<file path="src/rtl/core/lmb_pkg.sv">
`timescale 1ns / 1ps

package lmb_pkg;

    localparam int VALUE_W = 16;
    localparam int COEFF_W = 16;
    localparam int FALL_W  = 12;
    localparam int HOLD_W  = 8;
    localparam int CFG_IDX_W = 3;

    localparam logic signed [VALUE_W-1:0] VAL_MIN = {1'b1, {(VALUE_W-1){1'b0}}};
    localparam logic signed [VALUE_W:0]   ONE_DB  = 17'sd16;

    localparam logic [1:0] MODE_READING = 2'd0;
    localparam logic [1:0] MODE_TICK    = 2'd1;
    localparam logic [1:0] MODE_CLEAR   = 2'd2;

    localparam logic [1:0] COLOUR_QUIET   = 2'd0;
    localparam logic [1:0] COLOUR_IN_BAND = 2'd1;
    localparam logic [1:0] COLOUR_HOT     = 2'd2;
    localparam logic [1:0] COLOUR_CLIP    = 2'd3;

    localparam logic [CFG_IDX_W-1:0] CFG_SCALE_MAX    = 3'd0;
    localparam logic [CFG_IDX_W-1:0] CFG_BAND_LOW     = 3'd1;
    localparam logic [CFG_IDX_W-1:0] CFG_BAND_HIGH    = 3'd2;
    localparam logic [CFG_IDX_W-1:0] CFG_DECAY_FACTOR = 3'd3;
    localparam logic [CFG_IDX_W-1:0] CFG_FALL_STEP    = 3'd4;
    localparam logic [CFG_IDX_W-1:0] CFG_HOLD_TICKS   = 3'd5;

    typedef struct packed {
        logic [1:0]                mode;
        logic signed [VALUE_W-1:0] reading_level;
        logic signed [VALUE_W-1:0] reading_peak;
    } in_item_t;

    typedef struct packed {
        logic signed [VALUE_W-1:0] shown_level;
        logic signed [VALUE_W-1:0] shown_peak;
        logic [1:0]                colour_class;
        logic                      data_valid;
    } out_item_t;

    typedef struct packed {
        logic signed [VALUE_W-1:0] scale_max;
        logic signed [VALUE_W-1:0] band_low;
        logic signed [VALUE_W-1:0] band_high;
        logic [COEFF_W-1:0]        decay_factor;
        logic [FALL_W-1:0]         fall_step;
        logic [HOLD_W-1:0]         hold_ticks;
    } cfg_t;

    typedef struct packed {
        logic signed [VALUE_W-1:0] bar_level;
        logic signed [VALUE_W-1:0] peak_mark;
        logic signed [VALUE_W-1:0] raw_level;
        logic signed [VALUE_W-1:0] raw_peak;
        logic [HOLD_W-1:0]         hold_left;
        logic                      have_reading;
    } state_t;

endpackage

</file>
<file path="src/rtl/core/lmb_step.sv">
`timescale 1ns / 1ps

module lmb_step
(
    input  lmb_pkg::cfg_t     cfg,
    input  lmb_pkg::state_t   cur,
    input  lmb_pkg::in_item_t item,
    output lmb_pkg::state_t   nxt,
    output lmb_pkg::out_item_t result
);

    logic signed [lmb_pkg::VALUE_W-1:0]   peak_in;
    logic signed [lmb_pkg::VALUE_W:0]     diff;
    logic [2*lmb_pkg::COEFF_W-1:0]        prod;
    logic [lmb_pkg::COEFF_W-1:0]          kept;
    logic signed [lmb_pkg::VALUE_W:0]     decayed;
    logic signed [lmb_pkg::VALUE_W-1:0]   tick_bar;
    logic signed [lmb_pkg::VALUE_W+1:0]   fallen;
    logic signed [lmb_pkg::VALUE_W+1:0]   fall_floor;
    logic signed [lmb_pkg::VALUE_W-1:0]   fall_sat;
    logic signed [lmb_pkg::VALUE_W:0]     clip_level;

    // bar decay: raw + floor((bar - raw) * k / 2^16)
    assign diff    = $signed({cur.bar_level[lmb_pkg::VALUE_W-1], cur.bar_level})
                   - $signed({cur.raw_level[lmb_pkg::VALUE_W-1], cur.raw_level});
    assign prod    = diff[lmb_pkg::COEFF_W-1:0] * cfg.decay_factor;
    assign kept    = prod[2*lmb_pkg::COEFF_W-1:lmb_pkg::COEFF_W];
    assign decayed = $signed({cur.raw_level[lmb_pkg::VALUE_W-1], cur.raw_level})
                   + $signed({1'b0, kept});
    assign tick_bar = (cur.raw_level >= cur.bar_level) ? cur.raw_level
                                                       : decayed[lmb_pkg::VALUE_W-1:0];

    // linear peak fall, floored at the minimum and then at the bar
    assign fallen     = $signed({{2{cur.peak_mark[lmb_pkg::VALUE_W-1]}}, cur.peak_mark})
                      - $signed({6'd0, cfg.fall_step});
    assign fall_floor = $signed({{2{lmb_pkg::VAL_MIN[lmb_pkg::VALUE_W-1]}}, lmb_pkg::VAL_MIN});
    assign fall_sat   = (fallen < fall_floor) ? lmb_pkg::VAL_MIN
                                              : fallen[lmb_pkg::VALUE_W-1:0];

    assign peak_in = (item.reading_peak > item.reading_level) ? item.reading_peak
                                                              : item.reading_level;

    always_comb
    begin
        nxt = cur;
        case (item.mode)
            lmb_pkg::MODE_READING:
            begin
                nxt.raw_level = item.reading_level;
                nxt.raw_peak  = peak_in;
                if (!cur.have_reading)
                begin
                    nxt.bar_level    = item.reading_level;
                    nxt.peak_mark    = peak_in;
                    nxt.hold_left    = cfg.hold_ticks;
                    nxt.have_reading = 1'b1;
                end
            end
            lmb_pkg::MODE_TICK:
            begin
                if (cur.have_reading)
                begin
                    nxt.bar_level = tick_bar;
                    if (cur.raw_peak >= cur.peak_mark)
                    begin
                        nxt.peak_mark = cur.raw_peak;
                        nxt.hold_left = cfg.hold_ticks;
                    end
                    else if (cur.hold_left != '0)
                    begin
                        nxt.hold_left = cur.hold_left - 1'b1;
                    end
                    else
                    begin
                        nxt.peak_mark = (fall_sat < tick_bar) ? tick_bar : fall_sat;
                    end
                end
            end
            lmb_pkg::MODE_CLEAR:
            begin
                nxt.bar_level    = lmb_pkg::VAL_MIN;
                nxt.peak_mark    = lmb_pkg::VAL_MIN;
                nxt.raw_level    = lmb_pkg::VAL_MIN;
                nxt.raw_peak     = lmb_pkg::VAL_MIN;
                nxt.hold_left    = '0;
                nxt.have_reading = 1'b0;
            end
            default:
            begin
                nxt = cur;
            end
        endcase
    end

    assign clip_level = $signed({cfg.scale_max[lmb_pkg::VALUE_W-1], cfg.scale_max})
                      - lmb_pkg::ONE_DB;

    always_comb
    begin
        result.shown_level = nxt.bar_level;
        result.shown_peak  = nxt.peak_mark;
        result.data_valid  = nxt.have_reading;
        if (!nxt.have_reading)
            result.colour_class = lmb_pkg::COLOUR_QUIET;
        else if ($signed({nxt.bar_level[lmb_pkg::VALUE_W-1], nxt.bar_level}) >= clip_level)
            result.colour_class = lmb_pkg::COLOUR_CLIP;
        else if (nxt.bar_level > cfg.band_high)
            result.colour_class = lmb_pkg::COLOUR_HOT;
        else if (nxt.bar_level >= cfg.band_low)
            result.colour_class = lmb_pkg::COLOUR_IN_BAND;
        else
            result.colour_class = lmb_pkg::COLOUR_QUIET;
    end

endmodule

</file>
<file path="src/rtl/core/level_meter_ballistics_top.sv">
`timescale 1ns / 1ps

// Level meter ballistics, values in 1/16 dB.
// Input channel item/item_valid/item_stall: one transfer is a reading, a tick
// of the repaint clock, or a clear. Each input transfer yields exactly one
// result transfer on result/result_valid/result_stall, in order.
// result_valid rises once the item has passed the input register and then
// the update logic into the result register; a stalled receiver can hold
// the item in the input register on the way.
// Throughput: one item per cycle while result_stall is low; the bar/peak
// update is a single pass with one 16x16 multiply between the two registers.
// When the receiver stalls, the result register holds; the input register
// still takes one more item, after which item_stall rises.
// Reset clears both stages, sets bar, peak and raw values to the minimum,
// clears the hold count and the data flag, and loads the default settings.
// Settings are written through cfg_we/cfg_index/cfg_data while no item is
// in flight; indexes beyond the register list are ignored.

module level_meter_ballistics_top
(
    input  logic                                clk,
    input  logic                                rst_n,
    input  logic                                item_valid,
    output logic                                item_stall,
    input  lmb_pkg::in_item_t                   item,
    output logic                                result_valid,
    input  logic                                result_stall,
    output lmb_pkg::out_item_t                  result,
    input  logic                                cfg_we,
    input  logic [lmb_pkg::CFG_IDX_W-1:0]       cfg_index,
    input  logic [lmb_pkg::VALUE_W-1:0]         cfg_data
);

    lmb_pkg::cfg_t      cfg_reg;
    lmb_pkg::cfg_t      cfg_next;
    lmb_pkg::state_t    state_reg;
    lmb_pkg::state_t    state_next;
    lmb_pkg::state_t    step_state;
    lmb_pkg::in_item_t  in_item_reg;
    lmb_pkg::out_item_t out_item_reg;
    lmb_pkg::out_item_t step_result;
    logic               in_valid_reg;
    logic               in_valid_next;
    logic               out_valid_reg;
    logic               out_valid_next;
    logic               accept;
    logic               advance;

    assign advance    = in_valid_reg && (!out_valid_reg || !result_stall);
    assign item_stall = in_valid_reg && out_valid_reg && result_stall;
    assign accept     = item_valid && !item_stall;

    lmb_step u_step
    (
        .cfg    (cfg_reg),
        .cur    (state_reg),
        .item   (in_item_reg),
        .nxt    (step_state),
        .result (step_result)
    );

    always_comb
    begin
        in_valid_next = in_valid_reg;
        if (accept)
            in_valid_next = 1'b1;
        else if (advance)
            in_valid_next = 1'b0;

        out_valid_next = out_valid_reg;
        if (advance)
            out_valid_next = 1'b1;
        else if (!result_stall)
            out_valid_next = 1'b0;

        state_next = advance ? step_state : state_reg;

        cfg_next = cfg_reg;
        if (cfg_we)
        begin
            case (cfg_index)
                lmb_pkg::CFG_SCALE_MAX:    cfg_next.scale_max    = cfg_data;
                lmb_pkg::CFG_BAND_LOW:     cfg_next.band_low     = cfg_data;
                lmb_pkg::CFG_BAND_HIGH:    cfg_next.band_high    = cfg_data;
                lmb_pkg::CFG_DECAY_FACTOR: cfg_next.decay_factor = cfg_data;
                lmb_pkg::CFG_FALL_STEP:
                    cfg_next.fall_step  = cfg_data[lmb_pkg::FALL_W-1:0];
                lmb_pkg::CFG_HOLD_TICKS:
                    cfg_next.hold_ticks = cfg_data[lmb_pkg::HOLD_W-1:0];
                default:                   cfg_next = cfg_reg;
            endcase
        end
    end

    always_ff @(posedge clk or negedge rst_n)
    begin
        if (!rst_n)
        begin
            in_valid_reg           <= 1'b0;
            out_valid_reg          <= 1'b0;
            state_reg.bar_level    <= lmb_pkg::VAL_MIN;
            state_reg.peak_mark    <= lmb_pkg::VAL_MIN;
            state_reg.raw_level    <= lmb_pkg::VAL_MIN;
            state_reg.raw_peak     <= lmb_pkg::VAL_MIN;
            state_reg.hold_left    <= '0;
            state_reg.have_reading <= 1'b0;
            cfg_reg.scale_max      <= 16'sd0;
            cfg_reg.band_low       <= -16'sd320;
            cfg_reg.band_high      <= -16'sd96;
            cfg_reg.decay_factor   <= 16'd58708;
            cfg_reg.fall_step      <= 12'd11;
            cfg_reg.hold_ticks     <= 8'd45;
        end
        else
        begin
            in_valid_reg  <= in_valid_next;
            out_valid_reg <= out_valid_next;
            state_reg     <= state_next;
            cfg_reg       <= cfg_next;
        end
    end

    always_ff @(posedge clk)
    begin
        if (accept)
            in_item_reg <= item;
        if (advance)
            out_item_reg <= step_result;
    end

    assign result_valid = out_valid_reg;
    assign result       = out_item_reg;

endmodule

</file>
<file path="config.mk">
export PLATFORM = sky130hd
export DESIGN_NAME = level_meter_ballistics_top
export DESIGN_NICKNAME = d
export VERILOG_FILES = /design/src/rtl/core/lmb_pkg.sv /design/src/rtl/core/lmb_step.sv /design/src/rtl/core/level_meter_ballistics_top.sv
export SDC_FILE = /design/constraint.sdc
export NUM_CORES = 1
export LEC_CHECK = 0
export BUFFER_PORTS_ARGS = -buffer_cell sky130_fd_sc_hd__buf_4
export CORE_UTILIZATION = 30
export DETAILED_ROUTE_END_ITERATION = 16
export GPL_TIMING_DRIVEN = 1
export PLACE_DENSITY_LB_ADDON = 0.15
export SLEW_MARGIN = 15
export SYNTH_ARGS = -nofsm -noshare
export SYNTH_HDL_FRONTEND = slang
export SYNTH_SLANG_ARGS = --single-unit
</file>
<file path="constraint.sdc">
create_clock -name clk -period 13.9 [get_ports clk]
set_input_delay 1.39 -clock clk [delete_from_list [all_inputs] [get_ports clk]]
set_output_delay 1.39 -clock clk [all_outputs]
set_load 0.05 [all_outputs]
</file>
==> results of run 1 <==
-- cell families after synthesis --
logic type,after synthesis,synth area share
adders and majority gates,444,0.292
buffers and inverters,499,0.0786
xor gates and xnor gates,66,0.0244
and+or+nand+nor,778,0.156
muxes,84,0.0381
DFF,228,0.254
AOI/OAI and AO/OA,572,0.157
-- metal layers --
layer,up-vias,GRT usage,wire length [um]
li1,9233,-,-
met1,9820,0.281,38200
met2,529,0.343,39400
met3,122,0.0168,3050
met4,0,0.0631,2580
met5,-,0,0
-- placed cells by master, fill, tap and decap left out, drive strengths merged, types with 23 or more instances in the layout --
| master | synthesis | final |
|---|---|---|
| xor2 | 23 | 23 |
| clkbuf | 118 | 39 |
| a211oi | 26 | 26 |
| mux2i | 27 | 27 |
| dfstp | 38 | 38 |
| dfrtp | 121 | 121 |
| and2 | 101 | 101 |
| a21o | 39 | 39 |
| o31ai | 31 | 31 |
| nand4 | 25 | 25 |
| ha | 246 | 246 |
| xnor2 | 43 | 43 |
| nor3 | 42 | 42 |
| nor2 | 109 | 109 |
| edfxtp | 69 | 69 |
| nand3 | 57 | 57 |
| mux2 | 57 | 57 |
| nor2b | 25 | 25 |
| fa | 196 | 196 |
| inv | 369 | 369 |
| buf | 9 | 160 |
| o21ai | 175 | 175 |
| a21oi | 94 | 94 |
| a31oi | 23 | 23 |
| nand2 | 331 | 331 |
-- through the flow --
| stage | hold slack (ns) | area [um2] |
|---|---|---|
| floorplan | 0.458 | 24000 |
| global placement | 0.482 | 26100 |
| detailed placement | 0.495 | 26100 |
| CTS | 0.508 | 27000 |
| global route | 0.524 | 27100 |
| finish | 0.503 | 27100 |
-- worst register-to-register path: cells and delay by family (launching register included) --
kind	cells	cell delay, ns
AO/OA/AOI/OAI	20	4.41
XOR/XNOR	2	0.25
adder cells (fa/ha/maj)	10	4.14
buffers and inverters	5	0.46
flip-flops	1	0.44
AND/OR/NAND/NOR	16	3.15
-- worst paths after layout --
path | startpoint | endpoint | slack, ns | depth (start not counted)
worst min register to register | cfg_reg[46]$_DFFE_PN1P_ | cfg_reg[46]$_DFFE_PN1P_ | 0.50 | 2
worst max-delay path | state_reg[26]$_DFFE_PN0P_ | result[2]$_SDFFCE_PN0P_ | 0.82 | 53
worst min-delay path | cfg_reg[46]$_DFFE_PN1P_ | cfg_reg[46]$_DFFE_PN1P_ | 0.50 | 2
worst max register to register | state_reg[26]$_DFFE_PN0P_ | result[2]$_SDFFCE_PN0P_ | 0.82 | 53
min in group asynchronous | rst_n | cfg_reg[60]$_DFFE_PN0P_ | 0.76 | 1
max in group asynchronous | rst_n | state_reg[34]$_DFFE_PN0P_ | 11.11 | 3
-- cell type report --
type | instances | area [um2]
diodes | 1 | 2.50
clock buffers | 39 | 782
clock inverters | 13 | 100
fillers | 8234 | 52100
inverters | 372 | 1400
multi-input cells | 1944 | 16200
flip-flops and latches | 228 | 6100
well taps | 1050 | 1310
repair buffers | 160 | 1200
-- cell usage after synthesis (6+ instances only) --
cell type  instances
nand2_1          331
nor3_1            41
o311ai_0           9
xor2_1            23
a21oi_1           92
mux2i_1           27
a22oi_1           21
o21ai_0          171
edfxtp_1          69
nor4_1             6
a211oi_1          24
nand4_1           25
nor2b_1           25
and2_1           101
a31oi_1           22
o31ai_1           30
o21bai_1           7
and3_1            12
or3_1              7
nand3_1           57
a211o_1            8
o2111ai_1          8
mux2_2            55
o21a_1            20
nor2_1           108
a221o_1            9
inv_1            369
a22o_1             8
clkbuf_1         118
o221ai_1          14
dfstp_2           38
ha_1             246
nor3b_1           15
o211ai_1          12
o22ai_1           12
a21o_1            39
nand2b_1          20
dfrtp_1          121
a31o_2             8
fa_1             196
xnor2_1           42
-- timing repair --
item                       CTS  global route
gates resized for setup      0             5
setup buffers                0             2
setup endpoints to repair    0            33
==> results.cfg, run 1 <==
[floorplan]
die-area_mm2 = 0.0813
num_rows = 103
initial_utilization = 0.304
core_mm2 = 0.0791
die_h_um = 285
io_pins = 95
die_x_um = 285

[critical_path]
endpoint_kind = flop
cp_slowest_stage_delay_ns = 0.56
path_buf_inv = 5
critical_path.startpoint_type = flop
crit_fanout = 6
cp_top_family = compound AO/OA/AOI/OAI gates
path_common_cell = fa_1
critical_path_required_ns = 14.23
cp.arrival_ns = 13.41
crit_type = flop to flop
cp_slowest_cell = fa_1

[timing]
finalSetupViolCount = 0
post-route-period-util = 0.941
setup_ws_ns = 0.822
fin_crit_ns = 13.08
worst-slew-pin-transition_ns = 1.14
max_freq_mhz = 76.5
fin_tns_setup_ns = 0
fin_skew_ns = 0.0269
timing.final.hold_violations = 0
slew_headroom = 0.238
maxSlewViolCount = 0

[place]
dp.cells = 3752
dpl_worst_slack_ns = 0.330
place.gp.congestion = 0.910
port_buffers = 94
place_hpwl_mm = 64.8

[clock_network]
clock-root-buffer = clkbuf_16
htreeDepth = 1
cts_buffers = 28
clockBufferDepth = 3
holdBufCountCts = 0
clk_pin_slew_ns = 0.07
worstSkewPairLatency_ns = 0.58
clock-sinks = 228
cts_tree = built

[yosys]
yosys_warnings = 0
ys_types = 89
synth.largest_area_cell = fa_1
syn_nets = 3171
synth_seq_cells = 228
synth_area_mm2 = 0.0240
synth_seq_area_share = 0.254
synthFlopType = dfrtp_1
synth_cells = 2671
synth_top_area_frac = 0.163
postSynth.asyncResetShare = 0.697
synth_edf_count = 69
ys_top_cells_by_area = fa_1 (16%), ha_1 (13%), dfrtp_1 (13%)
avgSynthCellArea_um2 = 9.00

[final_layout]
finalNetCount = 3234
largest_reg_flops = 84
syn2layout_area_growth_pct = 12.6
final_cells = 3807
drive_gt1_frac = 0.125
utilization = 0.342

[routing]
drc = 0
ant_nets = 0
totalWireLength_mm = 83.3
drt_iter0_drc = 1505
wl_per_cell_um = 21.9
viasPerCell = 5.18
via_count = 19700
dr.pass1.iters = 6

[global_routing]
grt_pass1_wl_mm = 128
grt_max_degree = 59
overflow = 0
grt_pass1_vias = 20300
grtUsageTotal = 0.205
grt_antenna_before_repair = 4

[flow_run]
maxCapViolCount = 0

[run_status]
outcome = finished clean

[worst_hold_path]
hold_path_class = flop to flop
Power of run 1 is left out: the tool's default activity adds up to more than one toggle a clock period on the data nets, which glitch-free logic cannot reach.
==> run 2, diff against run 1 <==
- CAP_MARGIN: not set -> 0
- CORE_ASPECT_RATIO: not set -> 1.1
==> results.cfg, run 2 (synthesized netlist as in run 1, its figures left out) <==
[run_status]
outcome = finished clean

[worst_hold_path]
hp-start = in_valid_reg$_DFFE_PN0P_
hold_path_class = flop to flop

[timing]
slew_headroom = 0.251
grt_setup_unrepaired = no
fin_tns_setup_ns = 0
worst-slew-pin-transition_ns = 1.12
fin_skew_ns = 0.0217
post-route-period-util = 0.940
finalSetupViolCount = 0
fin_crit_ns = 13.06
timing.final.hold_violations = 0
max_freq_mhz = 76.5
maxSlewViolCount = 0

[routing]
drt-met1-wl_mm = 35.3
drc = 0
totalWireLength_mm = 83.4
viasPerCell = 5.25
wl_per_cell_um = 22.0
wl_met3_mm = 2.97
via_count = 19900
ant_nets = 0
route.met2.wl_mm = 42.0
highest-signal-layer = met4
dr.pass1.iters = 6
drt_iter0_drc = 1361

[global_routing]
overflow = 0
grt_pass1_wl_mm = 128
grt_max_degree = 90
grt_antenna_before_repair = 3
grt_pass1_vias = 20500
grtUsageTotal = 0.205

[final_layout]
largest_reg_flops = 84
antenna_cells = 0
multi_input_area_mm2 = 0.0162
seq_area_mm2 = 0.00610
finalNetCount = 3225
drive_gt1_frac = 0.121
final_cell_mix = inv_1 (368), nand2_1 (331), ha_1 (246)
syn2layout_area_growth_pct = 12.3
fillers = 8158
final_common_cell = inv_1

[floorplan]
die-area_mm2 = 0.0813
die_x_um = 272
initial_utilization = 0.304
die_h_um = 299
core_mm2 = 0.0791
num_rows = 108
io_pins = 95

[clock_network]
htreeDepth = 1
clock-sinks = 228
cts_tree = built
worstSkewPairLatency_ns = 0.57
cts_buffers = 26
clk_pin_slew_ns = 0.06
clock-root-buffer = clkbuf_16
clockBufferDepth = 3

[critical_path]
crit_type = flop to flop
endpoint_kind = flop
cp_slowest_cell = a2111oi_0
critical_path_required_ns = 14.18
crit_start = state_reg[26]$_DFFE_PN0P_
cp.arrival_ns = 13.35
r2r-start = state_reg[26]$_DFFE_PN0P_
cp_slowest_stage_delay_ns = 0.58
critical_path.startpoint_type = flop
crit_fanout = 12

[flow_run]
maxCapViolCount = 0

[place]
port_buffers = 94
place_hpwl_mm = 65.3
place.gp.congestion = 0.909
run 2: per-layer routing:
| layer | global-route usage | up-vias |
|---|---|---|
| met5 | 0 | - |
| met2 | 0.368 | 561 |
| met3 | 0.0132 | 150 |
| li1 | - | 9221 |
| met4 | 0.0700 | 0 |
| met1 | 0.260 | 9964 |
run 2: critical path: cells and delay by family (launching register included):
| kind | cells | cell delay, ns |
|---|---|---|
| DFF | 1 | 0.42 |
| AOI/OAI and AO/OA | 21 | 4.91 |
| buffers and inverters | 9 | 0.99 |
| adders and majority gates | 10 | 4.22 |
| xor gates and xnor gates | 1 | 0.19 |
| and+or+nand+nor | 9 | 1.73 |
| muxes | 1 | 0.33 |
run 2: worst paths after layout:
path,to,slack [ns],depth (start not counted)
worst max-delay path,result[3]$_DFFE_PP_,0.84,51
worst min-delay path,result_valid$_DFFE_PN0P_,0.50,1
worst max register to register,result[3]$_DFFE_PP_,0.84,51
worst min register to register,result_valid$_DFFE_PN0P_,0.50,1
max in group asynchronous,cfg_reg[32]$_DFFE_PN0P_,11.42,2
min in group asynchronous,state_reg[2]$_DFFE_PN0P_,0.91,1
run 2: repair_timing:
| item | 4_1_cts | 5_1_grt |
|---|---|---|
| hold buffers | 0 | 0 |
| buffers inserted | 0 | 2 |
| gates resized for setup | 0 | 5 |
| hold endpoints to repair | 0 | 0 |
| endpoints found under the setup margin | 0 | 34 |
run 2: layout make-up:
cell class	instances	area share
multi-input combinational	1944	0.599
sequential	228	0.226
inverter	372	0.0517
tap	1045	0.0484
timing repair buffer	153	0.0427
clock buffer	37	0.0279
clock inverter	11	0.00473
run 2: stage by stage:
stage	utilization	setup WS [ns]	hold slack, ns	instance area (um2)	instances
floorplan	-	2.03	0.458	24000	2671
finish	0.342	0.836	0.504	27000	3790
CTS	0.341	0.234	0.504	27000	3788
detailed placement	0.330	0.296	0.492	26100	3740
global route	0.342	0.0496	0.531	27000	3790
global placement	0.330	0.649	0.484	26100	3740
Power of run 2 is left out for the same reason.
